[src/design/cpfc_pkg.sv]
`timescale 1ns / 1ps

package cpfc_pkg;

   typedef enum logic [1:0] {
      MODE_YUV_RGB  = 2'd0,
      MODE_YUV_YUV  = 2'd1,
      MODE_RGBA_RGB = 2'd2,
      MODE_BGRA_RGB = 2'd3
   } mode_type;

   localparam int CSR_ADDR_W   = 3;
   localparam int CSR_DATA_W   = 32;
   localparam logic CSR_MODE_INDEX = 1'b0;

   localparam int CHROMA_OFFSET = 128;

   typedef struct packed {
      logic [7:0] byte_zero;
      logic [7:0] byte_one;
      logic [7:0] byte_two;
      logic [7:0] byte_three;
      logic       final_word;
   } word_type;

   typedef struct packed {
      logic [7:0] chan_a;
      logic [7:0] chan_b;
      logic [7:0] chan_c;
   } pixel_type;

   typedef struct packed {
      pixel_type pix0;
      pixel_type pix1;
      logic      two_pix;
      logic      fin;
   } pair_type;

   // round half up of milli/1000 scaled by 2^frac
   function automatic int coef_q(input int milli, input int frac);
      return ((milli << frac) + 500) / 1000;
   endfunction

endpackage

[src/design/cpfc_channels.sv]
`timescale 1ns / 1ps

interface cpfc_req_if;
   logic       valid;
   logic       ready;
   logic [7:0] byte_zero;
   logic [7:0] byte_one;
   logic [7:0] byte_two;
   logic [7:0] byte_three;
   logic       final_word;

   modport source (output valid, byte_zero, byte_one, byte_two, byte_three, final_word,
                   input ready);
   modport sink (input valid, byte_zero, byte_one, byte_two, byte_three, final_word,
                 output ready);
endinterface

interface cpfc_rsp_if;
   logic       valid;
   logic       ready;
   logic [7:0] channel_a;
   logic [7:0] channel_b;
   logic [7:0] channel_c;
   logic       frame_end;

   modport source (output valid, channel_a, channel_b, channel_c, frame_end,
                   input ready);
   modport sink (input valid, channel_a, channel_b, channel_c, frame_end,
                 output ready);
endinterface

[src/design/cpfc_csr.sv]
`timescale 1ns / 1ps

module cpfc_csr
   import cpfc_pkg::*;
(
   input  logic                  clock,
   input  logic                  reset,
   input  logic                  psel,
   input  logic                  penable,
   input  logic                  pwrite,
   input  logic [CSR_ADDR_W-1:0] paddr,
   input  logic [CSR_DATA_W-1:0] pwdata,
   output logic [CSR_DATA_W-1:0] prdata,
   output logic                  pready,
   output mode_type              mode
);

   mode_type mode_ff;
   logic     hit_mode;

   assign hit_mode = (paddr[2] == CSR_MODE_INDEX);
   assign pready   = 1'b1;
   assign mode     = mode_ff;

   always_comb begin
      prdata = '0;
      if (hit_mode) begin
         prdata = {{(CSR_DATA_W-2){1'b0}}, mode_ff};
      end
   end

   always_ff @(posedge clock) begin
      if (reset) begin
         mode_ff <= MODE_YUV_RGB;
      end else if (psel && penable && pwrite && hit_mode) begin
         mode_ff <= mode_type'(pwdata[1:0]);
      end
   end

endmodule

[src/design/cpfc_mult.sv]
`timescale 1ns / 1ps

module cpfc_mult
   import cpfc_pkg::*;
#(
   parameter int COEF_FRAC_BITS = 10,
   parameter int PROD_W         = COEF_FRAC_BITS + 13
)
(
   input  logic                     clock,
   input  logic                     reset,
   input  logic                     in_valid,
   output logic                     in_ready,
   input  word_type                 in_word,
   input  mode_type                 in_mode,
   output logic                     out_valid,
   input  logic                     out_ready,
   output word_type                 out_word,
   output mode_type                 out_mode,
   output logic signed [PROD_W-1:0] out_rv,
   output logic signed [PROD_W-1:0] out_gu,
   output logic signed [PROD_W-1:0] out_gv,
   output logic signed [PROD_W-1:0] out_bu
);

   localparam int COEF_W = COEF_FRAC_BITS + 2;
   localparam logic [COEF_W-1:0] COEF_RV = COEF_W'(coef_q(1140, COEF_FRAC_BITS));
   localparam logic [COEF_W-1:0] COEF_GU = COEF_W'(coef_q(396, COEF_FRAC_BITS));
   localparam logic [COEF_W-1:0] COEF_GV = COEF_W'(coef_q(581, COEF_FRAC_BITS));
   localparam logic [COEF_W-1:0] COEF_BU = COEF_W'(coef_q(2029, COEF_FRAC_BITS));

   logic     a_v_ff;
   word_type a_word_ff;
   mode_type a_mode_ff;
   logic     b_v_ff;
   word_type b_word_ff;
   mode_type b_mode_ff;
   logic signed [PROD_W-1:0] b_rv_ff, b_gu_ff, b_gv_ff, b_bu_ff;

   logic a_ready, b_ready;
   logic signed [9:0] chroma_d, chroma_e;
   logic signed [PROD_W-1:0] d_ext, e_ext;

   assign b_ready  = !b_v_ff || out_ready;
   assign a_ready  = !a_v_ff || b_ready;
   assign in_ready = a_ready;

   assign chroma_d = $signed({2'b00, a_word_ff.byte_one}) - 10'(CHROMA_OFFSET);
   assign chroma_e = $signed({2'b00, a_word_ff.byte_three}) - 10'(CHROMA_OFFSET);
   assign d_ext    = PROD_W'(chroma_d);
   assign e_ext    = PROD_W'(chroma_e);

   always_ff @(posedge clock) begin
      if (reset) begin
         a_v_ff <= 1'b0;
         b_v_ff <= 1'b0;
      end else begin
         if (a_ready) begin
            a_v_ff <= in_valid;
         end
         if (b_ready) begin
            b_v_ff <= a_v_ff;
         end
      end
      if (a_ready && in_valid) begin
         a_word_ff <= in_word;
         a_mode_ff <= in_mode;
      end
      if (b_ready && a_v_ff) begin
         b_word_ff <= a_word_ff;
         b_mode_ff <= a_mode_ff;
         b_rv_ff   <= $signed(PROD_W'(COEF_RV)) * e_ext;
         b_gu_ff   <= $signed(PROD_W'(COEF_GU)) * d_ext;
         b_gv_ff   <= $signed(PROD_W'(COEF_GV)) * e_ext;
         b_bu_ff   <= $signed(PROD_W'(COEF_BU)) * d_ext;
      end
   end

   assign out_valid = b_v_ff;
   assign out_word  = b_word_ff;
   assign out_mode  = b_mode_ff;
   assign out_rv    = b_rv_ff;
   assign out_gu    = b_gu_ff;
   assign out_gv    = b_gv_ff;
   assign out_bu    = b_bu_ff;

endmodule

[src/design/cpfc_mix.sv]
`timescale 1ns / 1ps

module cpfc_mix
   import cpfc_pkg::*;
#(
   parameter int COEF_FRAC_BITS = 10,
   parameter int PROD_W         = COEF_FRAC_BITS + 13
)
(
   input  logic                     clock,
   input  logic                     reset,
   input  logic                     in_valid,
   output logic                     in_ready,
   input  word_type                 in_word,
   input  mode_type                 in_mode,
   input  logic signed [PROD_W-1:0] in_rv,
   input  logic signed [PROD_W-1:0] in_gu,
   input  logic signed [PROD_W-1:0] in_gv,
   input  logic signed [PROD_W-1:0] in_bu,
   output logic                     out_valid,
   input  logic                     out_ready,
   output pair_type                 out_pair
);

   localparam int SUM_W = COEF_FRAC_BITS + 15;

   logic     c_v_ff;
   word_type c_word_ff;
   mode_type c_mode_ff;
   logic signed [SUM_W-1:0] c_r0_ff, c_g0_ff, c_b0_ff, c_r1_ff, c_g1_ff, c_b1_ff;
   logic     d_v_ff;
   pair_type d_pair_ff;

   logic c_ready, d_ready;
   logic signed [SUM_W-1:0] base0, base1, rv_ext, gu_ext, gv_ext, bu_ext;
   pair_type pair_in;

   function automatic logic [7:0] clamp_px(input logic signed [SUM_W-1:0] x);
      logic signed [SUM_W-1:0] s;
      s = x >>> COEF_FRAC_BITS;
      if (s[SUM_W-1]) begin
         return 8'd0;
      end else if (|s[SUM_W-2:8]) begin
         return 8'd255;
      end
      return s[7:0];
   endfunction

   assign d_ready  = !d_v_ff || out_ready;
   assign c_ready  = !c_v_ff || d_ready;
   assign in_ready = c_ready;

   assign base0  = SUM_W'($signed({1'b0, in_word.byte_zero, {COEF_FRAC_BITS{1'b0}}}));
   assign base1  = SUM_W'($signed({1'b0, in_word.byte_two, {COEF_FRAC_BITS{1'b0}}}));
   assign rv_ext = SUM_W'(in_rv);
   assign gu_ext = SUM_W'(in_gu);
   assign gv_ext = SUM_W'(in_gv);
   assign bu_ext = SUM_W'(in_bu);

   always_comb begin
      pair_in.fin     = c_word_ff.final_word;
      pair_in.two_pix = 1'b1;
      pair_in.pix0    = '{c_word_ff.byte_zero, c_word_ff.byte_one, c_word_ff.byte_two};
      pair_in.pix1    = pair_in.pix0;
      case (c_mode_ff)
         MODE_YUV_RGB: begin
            pair_in.pix0 = '{clamp_px(c_r0_ff), clamp_px(c_g0_ff), clamp_px(c_b0_ff)};
            pair_in.pix1 = '{clamp_px(c_r1_ff), clamp_px(c_g1_ff), clamp_px(c_b1_ff)};
         end
         MODE_YUV_YUV: begin
            pair_in.pix0 = '{c_word_ff.byte_zero, c_word_ff.byte_one, c_word_ff.byte_three};
            pair_in.pix1 = '{c_word_ff.byte_two, c_word_ff.byte_one, c_word_ff.byte_three};
         end
         MODE_RGBA_RGB: begin
            pair_in.two_pix = 1'b0;
         end
         MODE_BGRA_RGB: begin
            pair_in.two_pix = 1'b0;
            pair_in.pix0    = '{c_word_ff.byte_two, c_word_ff.byte_one, c_word_ff.byte_zero};
         end
         default: begin
            pair_in.two_pix = 1'b0;
         end
      endcase
   end

   always_ff @(posedge clock) begin
      if (reset) begin
         c_v_ff <= 1'b0;
         d_v_ff <= 1'b0;
      end else begin
         if (c_ready) begin
            c_v_ff <= in_valid;
         end
         if (d_ready) begin
            d_v_ff <= c_v_ff;
         end
      end
      if (c_ready && in_valid) begin
         c_word_ff <= in_word;
         c_mode_ff <= in_mode;
         c_r0_ff   <= base0 + rv_ext;
         c_g0_ff   <= base0 - gu_ext - gv_ext;
         c_b0_ff   <= base0 + bu_ext;
         c_r1_ff   <= base1 + rv_ext;
         c_g1_ff   <= base1 - gu_ext - gv_ext;
         c_b1_ff   <= base1 + bu_ext;
      end
      if (d_ready && c_v_ff) begin
         d_pair_ff <= pair_in;
      end
   end

   assign out_valid = d_v_ff;
   assign out_pair  = d_pair_ff;

endmodule

[src/design/cpfc_serial.sv]
`timescale 1ns / 1ps

module cpfc_serial
   import cpfc_pkg::*;
(
   input  logic      clock,
   input  logic      reset,
   input  logic      in_valid,
   output logic      in_ready,
   input  pair_type  in_pair,
   output logic      out_valid,
   input  logic      out_ready,
   output pixel_type out_pixel,
   output logic      out_end
);

   logic     v_ff;
   logic     phase_ff;
   pair_type pair_ff;
   logic     last_pix;
   logic     take;

   assign last_pix = !pair_ff.two_pix || phase_ff;
   assign take     = v_ff && out_ready;
   assign in_ready = !v_ff || (out_ready && last_pix);

   always_ff @(posedge clock) begin
      if (reset) begin
         v_ff     <= 1'b0;
         phase_ff <= 1'b0;
      end else if (in_valid && in_ready) begin
         v_ff     <= 1'b1;
         phase_ff <= 1'b0;
      end else if (take && last_pix) begin
         v_ff     <= 1'b0;
         phase_ff <= 1'b0;
      end else if (take) begin
         phase_ff <= 1'b1;
      end
      if (in_valid && in_ready) begin
         pair_ff <= in_pair;
      end
   end

   assign out_valid = v_ff;
   assign out_pixel = phase_ff ? pair_ff.pix1 : pair_ff.pix0;
   assign out_end   = pair_ff.fin && last_pix;

endmodule

[src/design/camera_pixel_format_converter.sv]
`timescale 1ns / 1ps

// channel   dir   handshake        payload
// req_bus   in    valid / ready    byte_zero..byte_three, final_word
// rsp_bus   out   valid / ready    channel_a..channel_c, frame_end
// csr_*     in    apb write/read   conversion_mode at byte address 0
//
// five register stages: capture, chroma multiply, sum, shift/clamp/select, output word
// yuv modes give two pixels per source word, so the output register holds each word
// until its second pixel is taken; rgba/bgra modes take one word per cycle when rsp_bus
// is ready; a stall on rsp_bus backs up through every stage, nothing is dropped
// synchronous reset clears all valid bits and sets the mode to yuv422 to rgb

module camera_pixel_format_converter
   import cpfc_pkg::*;
#(
   parameter int COEF_FRAC_BITS = 10
)
(
   input  logic                  clock,
   input  logic                  reset,
   cpfc_req_if.sink              req_bus,
   cpfc_rsp_if.source            rsp_bus,
   input  logic                  csr_psel,
   input  logic                  csr_penable,
   input  logic                  csr_pwrite,
   input  logic [CSR_ADDR_W-1:0] csr_paddr,
   input  logic [CSR_DATA_W-1:0] csr_pwdata,
   output logic [CSR_DATA_W-1:0] csr_prdata,
   output logic                  csr_pready
);

   localparam int PROD_W = COEF_FRAC_BITS + 13;

   mode_type  mode;
   word_type  req_word;
   logic      m_valid, m_ready;
   word_type  m_word;
   mode_type  m_mode;
   logic signed [PROD_W-1:0] m_rv, m_gu, m_gv, m_bu;
   logic      x_valid, x_ready;
   pair_type  x_pair;
   pixel_type rsp_pixel;

   assign req_word = '{req_bus.byte_zero, req_bus.byte_one, req_bus.byte_two,
                       req_bus.byte_three, req_bus.final_word};

   cpfc_csr u_csr (
      .clock   (clock),
      .reset   (reset),
      .psel    (csr_psel),
      .penable (csr_penable),
      .pwrite  (csr_pwrite),
      .paddr   (csr_paddr),
      .pwdata  (csr_pwdata),
      .prdata  (csr_prdata),
      .pready  (csr_pready),
      .mode    (mode)
   );

   cpfc_mult #(
      .COEF_FRAC_BITS (COEF_FRAC_BITS),
      .PROD_W         (PROD_W)
   ) u_mult (
      .clock     (clock),
      .reset     (reset),
      .in_valid  (req_bus.valid),
      .in_ready  (req_bus.ready),
      .in_word   (req_word),
      .in_mode   (mode),
      .out_valid (m_valid),
      .out_ready (m_ready),
      .out_word  (m_word),
      .out_mode  (m_mode),
      .out_rv    (m_rv),
      .out_gu    (m_gu),
      .out_gv    (m_gv),
      .out_bu    (m_bu)
   );

   cpfc_mix #(
      .COEF_FRAC_BITS (COEF_FRAC_BITS),
      .PROD_W         (PROD_W)
   ) u_mix (
      .clock     (clock),
      .reset     (reset),
      .in_valid  (m_valid),
      .in_ready  (m_ready),
      .in_word   (m_word),
      .in_mode   (m_mode),
      .in_rv     (m_rv),
      .in_gu     (m_gu),
      .in_gv     (m_gv),
      .in_bu     (m_bu),
      .out_valid (x_valid),
      .out_ready (x_ready),
      .out_pair  (x_pair)
   );

   cpfc_serial u_serial (
      .clock     (clock),
      .reset     (reset),
      .in_valid  (x_valid),
      .in_ready  (x_ready),
      .in_pair   (x_pair),
      .out_valid (rsp_bus.valid),
      .out_ready (rsp_bus.ready),
      .out_pixel (rsp_pixel),
      .out_end   (rsp_bus.frame_end)
   );

   assign rsp_bus.channel_a = rsp_pixel.chan_a;
   assign rsp_bus.channel_b = rsp_pixel.chan_b;
   assign rsp_bus.channel_c = rsp_pixel.chan_c;

endmodule

[src/flat_wrapper.sv]
// flat-port wrapper written by rule: the top's interface ports become plain ports
module camera_pixel_format_converter_flat import cpfc_pkg::*;
#(
   parameter int COEF_FRAC_BITS = 10
)
  (clock, reset, csr_psel, csr_penable, csr_pwrite, csr_paddr, csr_pwdata, csr_prdata, csr_pready, req_bus_valid, req_bus_byte_zero, req_bus_byte_one, req_bus_byte_two, req_bus_byte_three, req_bus_final_word, req_bus_ready, rsp_bus_valid, rsp_bus_channel_a, rsp_bus_channel_b, rsp_bus_channel_c, rsp_bus_frame_end, rsp_bus_ready);
  cpfc_req_if req_bus_i ();
  cpfc_rsp_if rsp_bus_i ();
  input  logic clock;
  input  logic reset;
  input  logic csr_psel;
  input  logic csr_penable;
  input  logic csr_pwrite;
  input  logic [CSR_ADDR_W-1:0] csr_paddr;
  input  logic [CSR_DATA_W-1:0] csr_pwdata;
  output logic [CSR_DATA_W-1:0] csr_prdata;
  output logic csr_pready;
  input wire logic [$bits(req_bus_i.valid)-1:0] req_bus_valid;
  input wire logic [$bits(req_bus_i.byte_zero)-1:0] req_bus_byte_zero;
  input wire logic [$bits(req_bus_i.byte_one)-1:0] req_bus_byte_one;
  input wire logic [$bits(req_bus_i.byte_two)-1:0] req_bus_byte_two;
  input wire logic [$bits(req_bus_i.byte_three)-1:0] req_bus_byte_three;
  input wire logic [$bits(req_bus_i.final_word)-1:0] req_bus_final_word;
  output wire logic [$bits(req_bus_i.ready)-1:0] req_bus_ready;
  output wire logic [$bits(rsp_bus_i.valid)-1:0] rsp_bus_valid;
  output wire logic [$bits(rsp_bus_i.channel_a)-1:0] rsp_bus_channel_a;
  output wire logic [$bits(rsp_bus_i.channel_b)-1:0] rsp_bus_channel_b;
  output wire logic [$bits(rsp_bus_i.channel_c)-1:0] rsp_bus_channel_c;
  output wire logic [$bits(rsp_bus_i.frame_end)-1:0] rsp_bus_frame_end;
  input wire logic [$bits(rsp_bus_i.ready)-1:0] rsp_bus_ready;
  assign req_bus_i.valid = req_bus_valid;
  assign req_bus_i.byte_zero = req_bus_byte_zero;
  assign req_bus_i.byte_one = req_bus_byte_one;
  assign req_bus_i.byte_two = req_bus_byte_two;
  assign req_bus_i.byte_three = req_bus_byte_three;
  assign req_bus_i.final_word = req_bus_final_word;
  assign req_bus_ready = req_bus_i.ready;
  assign rsp_bus_valid = rsp_bus_i.valid;
  assign rsp_bus_channel_a = rsp_bus_i.channel_a;
  assign rsp_bus_channel_b = rsp_bus_i.channel_b;
  assign rsp_bus_channel_c = rsp_bus_i.channel_c;
  assign rsp_bus_frame_end = rsp_bus_i.frame_end;
  assign rsp_bus_i.ready = rsp_bus_ready;
  camera_pixel_format_converter #(.COEF_FRAC_BITS(COEF_FRAC_BITS)) u_core (.clock(clock), .reset(reset), .req_bus(req_bus_i), .rsp_bus(rsp_bus_i), .csr_psel(csr_psel), .csr_penable(csr_penable), .csr_pwrite(csr_pwrite), .csr_paddr(csr_paddr), .csr_pwdata(csr_pwdata), .csr_prdata(csr_prdata), .csr_pready(csr_pready));
endmodule
[config.mk]
export PLATFORM = sky130hd
export DESIGN_NAME = camera_pixel_format_converter_flat
export DESIGN_NICKNAME = d
export VERILOG_FILES = /design/src/design/cpfc_pkg.sv /design/src/design/cpfc_channels.sv /design/src/design/cpfc_csr.sv /design/src/design/cpfc_mult.sv /design/src/design/cpfc_mix.sv /design/src/design/cpfc_serial.sv /design/src/design/camera_pixel_format_converter.sv /design/src/flat_wrapper.sv
export SDC_FILE = /design/constraint.sdc
export NUM_CORES = 1
export LEC_CHECK = 0
export ABC_AREA = 1
export BUFFER_PORTS_ARGS = -buffer_cell sky130_fd_sc_hd__buf_2
export CAP_MARGIN = 20
export CORE_AREA = 2 2 196 198
export DETAILED_ROUTE_END_ITERATION = 10
export DIE_AREA = 0 0 198 200
export PLACE_DENSITY_LB_ADDON = 0.2
export REMOVE_ABC_BUFFERS = 1
export SLEW_MARGIN = 0
export SYNTH_ARGS = -nofsm -noshare
export SYNTH_HDL_FRONTEND = slang
export SYNTH_SLANG_ARGS = --single-unit
[constraint.sdc]
create_clock -name clock -period 14.65 [get_ports clock]
set_input_delay 0.7325 -clock clock [delete_from_list [all_inputs] [get_ports clock]]
set_output_delay 0.7325 -clock clock [all_outputs]
set_load 0.005 [all_outputs]
* Word-level counts from Yosys, hierarchy flattened
Cells that the tools add are included.
** Cells by class
- Multiplexer cells :: 43
- Reduce and logical (&&, ||, !) cells :: 34
- Equality and inequality tests :: 3
- Bitwise operators :: 1
- Multiply operators :: 4
- Add/sub/neg operators :: 10
** Operators by type and width (count)
- $mux 8 :: 18
- $pmux 24 s3 :: 1
- $pmux 24 s2 :: 1
- $add 19x22->23 :: 2
- $add 19x21->22 :: 2
- $mul 12x9->21 const A :: 2
- $reduce_or 7->1 :: 6
- $sub 20x20->21 :: 2
- $sub 19x19->20 :: 2
- $mux 24 :: 1
- $mux 1 :: 21
- $mul 11x9->20 const A :: 1
- $mul 9x9->18 const A :: 1
- $sub 8x8->9 const B :: 2
- $logic_and 1x1->1 :: 12
- $logic_not 1->1 :: 6
- $logic_or 1x1->1 :: 6
- $eq 2x2->1 const B :: 2
- $reduce_or 3->1 :: 1
- $eq 2x1->1 const B :: 1
- $logic_not 2->1 :: 1
- $mux 2 :: 1
- $reduce_bool 2->1 :: 1
- $reduce_or 2->1 :: 1
- $not 1->1 :: 1
** Storage, ports and cells
- Output and inout port bits :: 60
- Word-level logic and storage cells :: 146
- Bits in registers :: 443

* Depth between registers and ports, before layout
- Word-level depth :: 9
- Depth in mapped cells :: 18
- Gate-level depth less buffers :: 18

* Hierarchy
A second synthesis with hierarchy kept.
** Unflattened totals
- Cells, all modules :: 2586
- Area total of the unflattened synthesis :: 24913.9 µm²
** By module, submodules not included
- cpfc_mult :: times used 1, area each 11594.9 µm², cells each 1165, sequential area each 4364.2 µm²
- cpfc_mix :: times used 1, area each 11000.6 µm², cells each 1221, sequential area each 5175.0 µm²
- cpfc_serial :: times used 1, area each 1948.1 µm², cells each 143, sequential area each 1541.5 µm²
- cpfc_csr :: times used 1, area each 370.4 µm², cells each 57, sequential area each 40.0 µm²

* Worst setup path after synthesis
Ideal clock, no wire load.
- Path type :: input to register
- Start point :: in rsp_bus_ready
- End point :: reg u_core.u_mult.b_bu_ff[10] (netlist: u_core.u_mult.out_bu[10]) (enable)
- Path slack :: 9.227 ns
- Data required time :: 14.101 ns
- Arrival time :: 4.874 ns
- Library setup time :: 0.549 ns
- Buffers on the path :: 0
- Cell stages on the path :: 4
- Cell sequence :: a21boi_4 > nand3_2 > nor2_4 > nor2_1
** Between the ends
- Word-level cells in the longest chain between the ends :: 6
** RTL lines
- from (decl) :: line flat_wrapper.sv:30 : input wire logic [$bits(rsp_bus_i.ready)-1:0] rsp_bus_ready;
- $logic_and 1x1->1 :: line cpfc_serial.sv:25 : assign in_ready = !v_ff || (out_ready && last_pix);
- $logic_or 1x1->1 :: line cpfc_serial.sv:25
- $logic_or 1x1->1 :: line cpfc_mix.sv:49 : assign d_ready = !d_v_ff || out_ready;
- $logic_or 1x1->1 :: line cpfc_mix.sv:50 : assign c_ready = !c_v_ff || d_ready;
- $logic_or 1x1->1 :: line cpfc_mult.sv:44 : assign b_ready = !b_v_ff || out_ready;
- $logic_and 1x1->1 :: line cpfc_mult.sv:69 : if (b_ready && a_v_ff) begin
- to (signal assigned) :: line cpfc_mult.sv:75 : b_bu_ff <= $signed(PROD_W'(COEF_BU)) * d_ext;
- to (decl) :: line cpfc_mult.sv:38 : logic signed [PROD_W-1:0] b_rv_ff, b_gu_ff, b_gv_ff, b_bu_ff;
Every way passes these cells.
A chain may end at the register's enable or synchronous reset.

* Final worst setup path
- Start point :: reg u_core.u_mult.a_word_ff[24] (netlist name)
- End point :: reg, netlist name u_core.u_mult.out_gu[18]
** Between the ends
- Word-level cells in the longest chain between the ends :: 2
** RTL lines
- from (decl) :: line cpfc_mult.sv:33 : word_type a_word_ff;
- from (signal assigned) :: line cpfc_mult.sv:66 : a_word_ff <= in_word;
- $sub 8x8->9 :: line cpfc_mult.sv:48 : assign chroma_d = $signed({2'b00, a_word_ff.byte_one}) - 10'(CHROMA_OFFSET);
- $mul 9x9->18 :: line cpfc_mult.sv:73 : b_gu_ff <= $signed(PROD_W'(COEF_GU)) * d_ext;
Every way passes these cells.

==> run summary <==
Synthesized instance count: 2,230
Num ports: 135
Fmax: 199.8 MHz
Lkg Pwr: 11.37 nW
Setup skew after layout: 24.08 ps
Critical path peak fanout: 14
Register area share after synthesis: 45.89%
Die ar.: 39,600 µm²
Post-CTS Hold Fix Bufs: 0
First-pass GRT wire length: 78.62 mm
Clk buf depth: 3
Pre-CTS setup slack: 9607 ps
Tmin final: 5005 ps
Chip width: 198 µm
WS Path Type: reg -> reg
Routed length on met3: 2.167 mm
YS warnings: 0
CTS Sinks: 344
Residual DRC count: 0
Worst-Margin Slew: 1101 ps
Number of global-route vias before repair: 14,900
Max VDD drop: 175.6 µV
Final instance area: 24,400 µm²
Clock Latency Late Sink: 550 ps
Post-DP Area: 23,180 µm²
CP Data Arrival Time: 5270 ps
Placed insts: 2,798
DIE HEIGHT: 200 µm
PortBufs: 71
Final Cycle Share: 34.16%
Max Cap Violations: 0
Mean post-synth cell area: 10.02 µm²
Drt first pass iters: 5
Dpl hpwl: 39.96 mm
Status: finished, final reports clean
Setup TNS: 0 ps
Layout area overhead: 9.243%
Total Wirelength: 49.74 mm
Final hold vios: 0
Final Setup Violations: 0
Routed vias/inst: 5.338
WL met2: 23.55 mm
Number of antenna violations at the first check in global routing: 0
Starting Density: 59.72%
Detail Route Antenna Nets: 0
Layout cells sized above 1: 6.545%
Num CTS Buffers: 37
GRT Util Overall: 26.15%
Max Used Layer: met4
Met1 Wirelength: 22.93 mm
Wire per inst: 17.37 µm
Fin. max-slew vios: 0
H-Tree Depth: 2
GP Congestion: 0.9520
Worst Hold Class: in -> reg
Clock-pin transition on the worst setup and hold timing paths: 60 ps
RSZ-0062 raised after global routing: no
Core Footprint: 37,400 µm²
Async SR Flop Fraction: 0%
Kind of start point of the critical path: flop
Largest net degree at the start of global routing: 84
Slew headroom: 26.58%
Rows: 71
Yosys cell types: 47
GR Overflow Total: 0
Number of synthesized flops with an enable pin: 336
Post-layout util: 65.24%
Setup ws final: 9645 ps
Layout Cells excl Fill: 2,864
Vias: 15,290
Post-CTS Setup Inserts: 0
Required @ worst endpoint: 14,920 ps
Area of the mapped netlist: 22,340 µm²
Antenna diodes: 0
Starting DRT DRC Count: 844
PD cells: 178.0 nW/µm²
Yosys reg bits: 344
CTS tree: built
Final nets: 2,768
Root Buffer: clkbuf_16
CP endpoint kind: flop
Top FF cell, synth: edfxtp_1
Post_cts resized: 0
[report_power, final]
group	total (mW)	internal, mW	switching (mW)
Clock	0.932	0.551	0.381
Sequential	1.36	1.29	0.0664
Combinational	2.05	0.706	1.35
Total	4.34	2.55	1.80
[layout by cell type, fill, tap and decap left out, types with 31 or more instances in the layout]
| cell type | synthesis | routed |
|---|---|---|
| nor2_1 | 139 | 138 |
| conb_1 | 2 | 31 |
| ha_1 | 295 | 295 |
| nand2_1 | 508 | 508 |
| inv_1 | 325 | 323 |
| a21oi_1 | 110 | 109 |
| buf_2 | 4 | 71 |
| edfxtp_1 | 336 | 336 |
| o21ai_0 | 103 | 103 |
| fa_1 | 72 | 72 |
| nand3_1 | 107 | 107 |
| xor2_1 | 52 | 52 |
| clkbuf_16 | 0 | 38 |
[cell usage after synthesis (2+ instances only)]
| cell | count | area [µm²] |
|---|---|---|
| nand2_1 | 508 | 1907 |
| edfxtp_1 | 336 | 10090 |
| inv_1 | 325 | 1220 |
| ha_1 | 295 | 3691 |
| nor2_1 | 139 | 521.8 |
| a21oi_1 | 110 | 550.5 |
| nand3_1 | 107 | 535.5 |
| o21ai_0 | 103 | 515.5 |
| fa_1 | 72 | 1441 |
| xor2_1 | 52 | 455.4 |
| buf_4 | 32 | 240.2 |
| xnor2_1 | 18 | 157.7 |
| nand4_1 | 16 | 100.1 |
| o21bai_1 | 13 | 97.59 |
| a21o_1 | 12 | 90.09 |
| a31oi_1 | 10 | 62.56 |
| nor3_1 | 10 | 50.05 |
| clkbuf_1 | 8 | 30.03 |
| dfxtp_1 | 8 | 160.2 |
| a41oi_1 | 6 | 52.55 |
| buf_2 | 4 | 20.02 |
| a21boi_0 | 3 | 22.52 |
| nor2_2 | 3 | 18.77 |
| nor2_4 | 3 | 33.78 |
| nor4_1 | 3 | 18.77 |
| o211ai_1 | 3 | 22.52 |
| o21a_1 | 3 | 22.52 |
| or2_2 | 3 | 18.77 |
| and2_1 | 2 | 12.51 |
| buf_1 | 2 | 7.510 |
| buf_6 | 2 | 22.52 |
| conb_1 | 2 | 7.510 |
| nand3b_1 | 2 | 15.01 |
| o2111ai_1 | 2 | 17.52 |
[routing by layer]
layer | vias up | GRT usage [%]
li1 | 7639 | -
met1 | 7225 | 36.05
met5 | - | 0
met4 | 0 | 7.407
met3 | 72 | 3.108
met2 | 353 | 44.12
[sequential cells by signal, indices dropped and copies added, names as in the netlist, 2 cells and up]
| signal | cells |
|---|---|
| u_core.u_serial.pair_ff | 50 |
| u_core.u_mix.c_mode_ff | 2 |
| u_core.u_mix.out_pair | 50 |
| u_core.u_mix.c_g1_ff | 11 |
| u_core.u_mult.out_bu | 13 |
| u_core.u_mix.c_word_ff | 33 |
| u_core.u_mix.c_b1_ff | 13 |
| u_core.u_csr.mode | 2 |
| u_core.u_mult.a_mode_ff | 2 |
| u_core.u_mult.out_word | 33 |
| u_core.u_mult.out_mode | 2 |
| u_core.u_mix.c_b0_ff | 13 |
| u_core.u_mult.out_gu | 16 |
| u_core.u_mix.c_r1_ff | 12 |
| u_core.u_mix.c_r0_ff | 12 |
| u_core.u_mult.out_rv | 12 |
| u_core.u_mix.c_g0_ff | 11 |
| u_core.u_mult.out_gv | 18 |
| u_core.u_mult.a_word_ff | 33 |
[layout make-up]
| class | count | area [µm²] |
|---|---|---|
| fill | 2976 | 13000 |
| multi-input combinational | 1538 | 10660 |
| sequential | 344 | 10250 |
| inverter | 329 | 1245 |
| clock buffer | 41 | 972.2 |
| tap | 511 | 639.4 |
| timing repair buffer | 76 | 392.9 |
| clock inverter | 25 | 245.2 |
[cells by family after synthesis]
kind of cell / synth area share (%)
AO/OA/AOI/OAI: 6.728
XOR/XNOR: 2.745
adder cells (fa/ha/maj): 22.98
buffers and inverters: 6.996
flip-flops: 45.89
other: 0.03362
AND/OR/NAND/NOR: 14.63
[metrics by stage]
step	total power [mW]	hold WS [ps]
2_1_floorplan	2.790	400.3
3_3_place_gp	3.377	401.2
3_5_place_dp	3.410	404.5
4_1_cts	4.355	330.6
5_1_grt	4.683	341.3
6_report	4.344	361.6
[final timing paths]
kind | startpoint | to | slack (ps) | depth (start not counted)
setup / recovery | u_core.u_mult.a_word_ff[24]$_DFFE_PP_ | u_core.u_mult.out_gu[18]$_DFFE_PP_ | 9650 | 15
hold / removal | req_bus_byte_three[3] | u_core.u_mult.a_word_ff[4]$_DFFE_PP_ | 360 | 1
setup reg to reg | u_core.u_mult.a_word_ff[24]$_DFFE_PP_ | u_core.u_mult.out_gu[18]$_DFFE_PP_ | 9650 | 15
hold reg to reg | u_core.u_mult.a_word_ff[16]$_DFFE_PP_ | u_core.u_mult.out_word[16]$_DFFE_PP_ | 400 | 0
[critical path, cell delays in order, from the launching register on]
cell,delay (ps)
edfxtp_1,710
inv_1,470
ha_1,400
inv_1,200
ha_1,210
fa_1,450
fa_1,550
inv_1,50
fa_1,510
inv_1,50
ha_1,360
a21oi_1,220
o21ai_1,180
nand4_1,120
nand3_1,100
xor2_1,150
No activity file was read; power rests on OpenSTA's default activity.
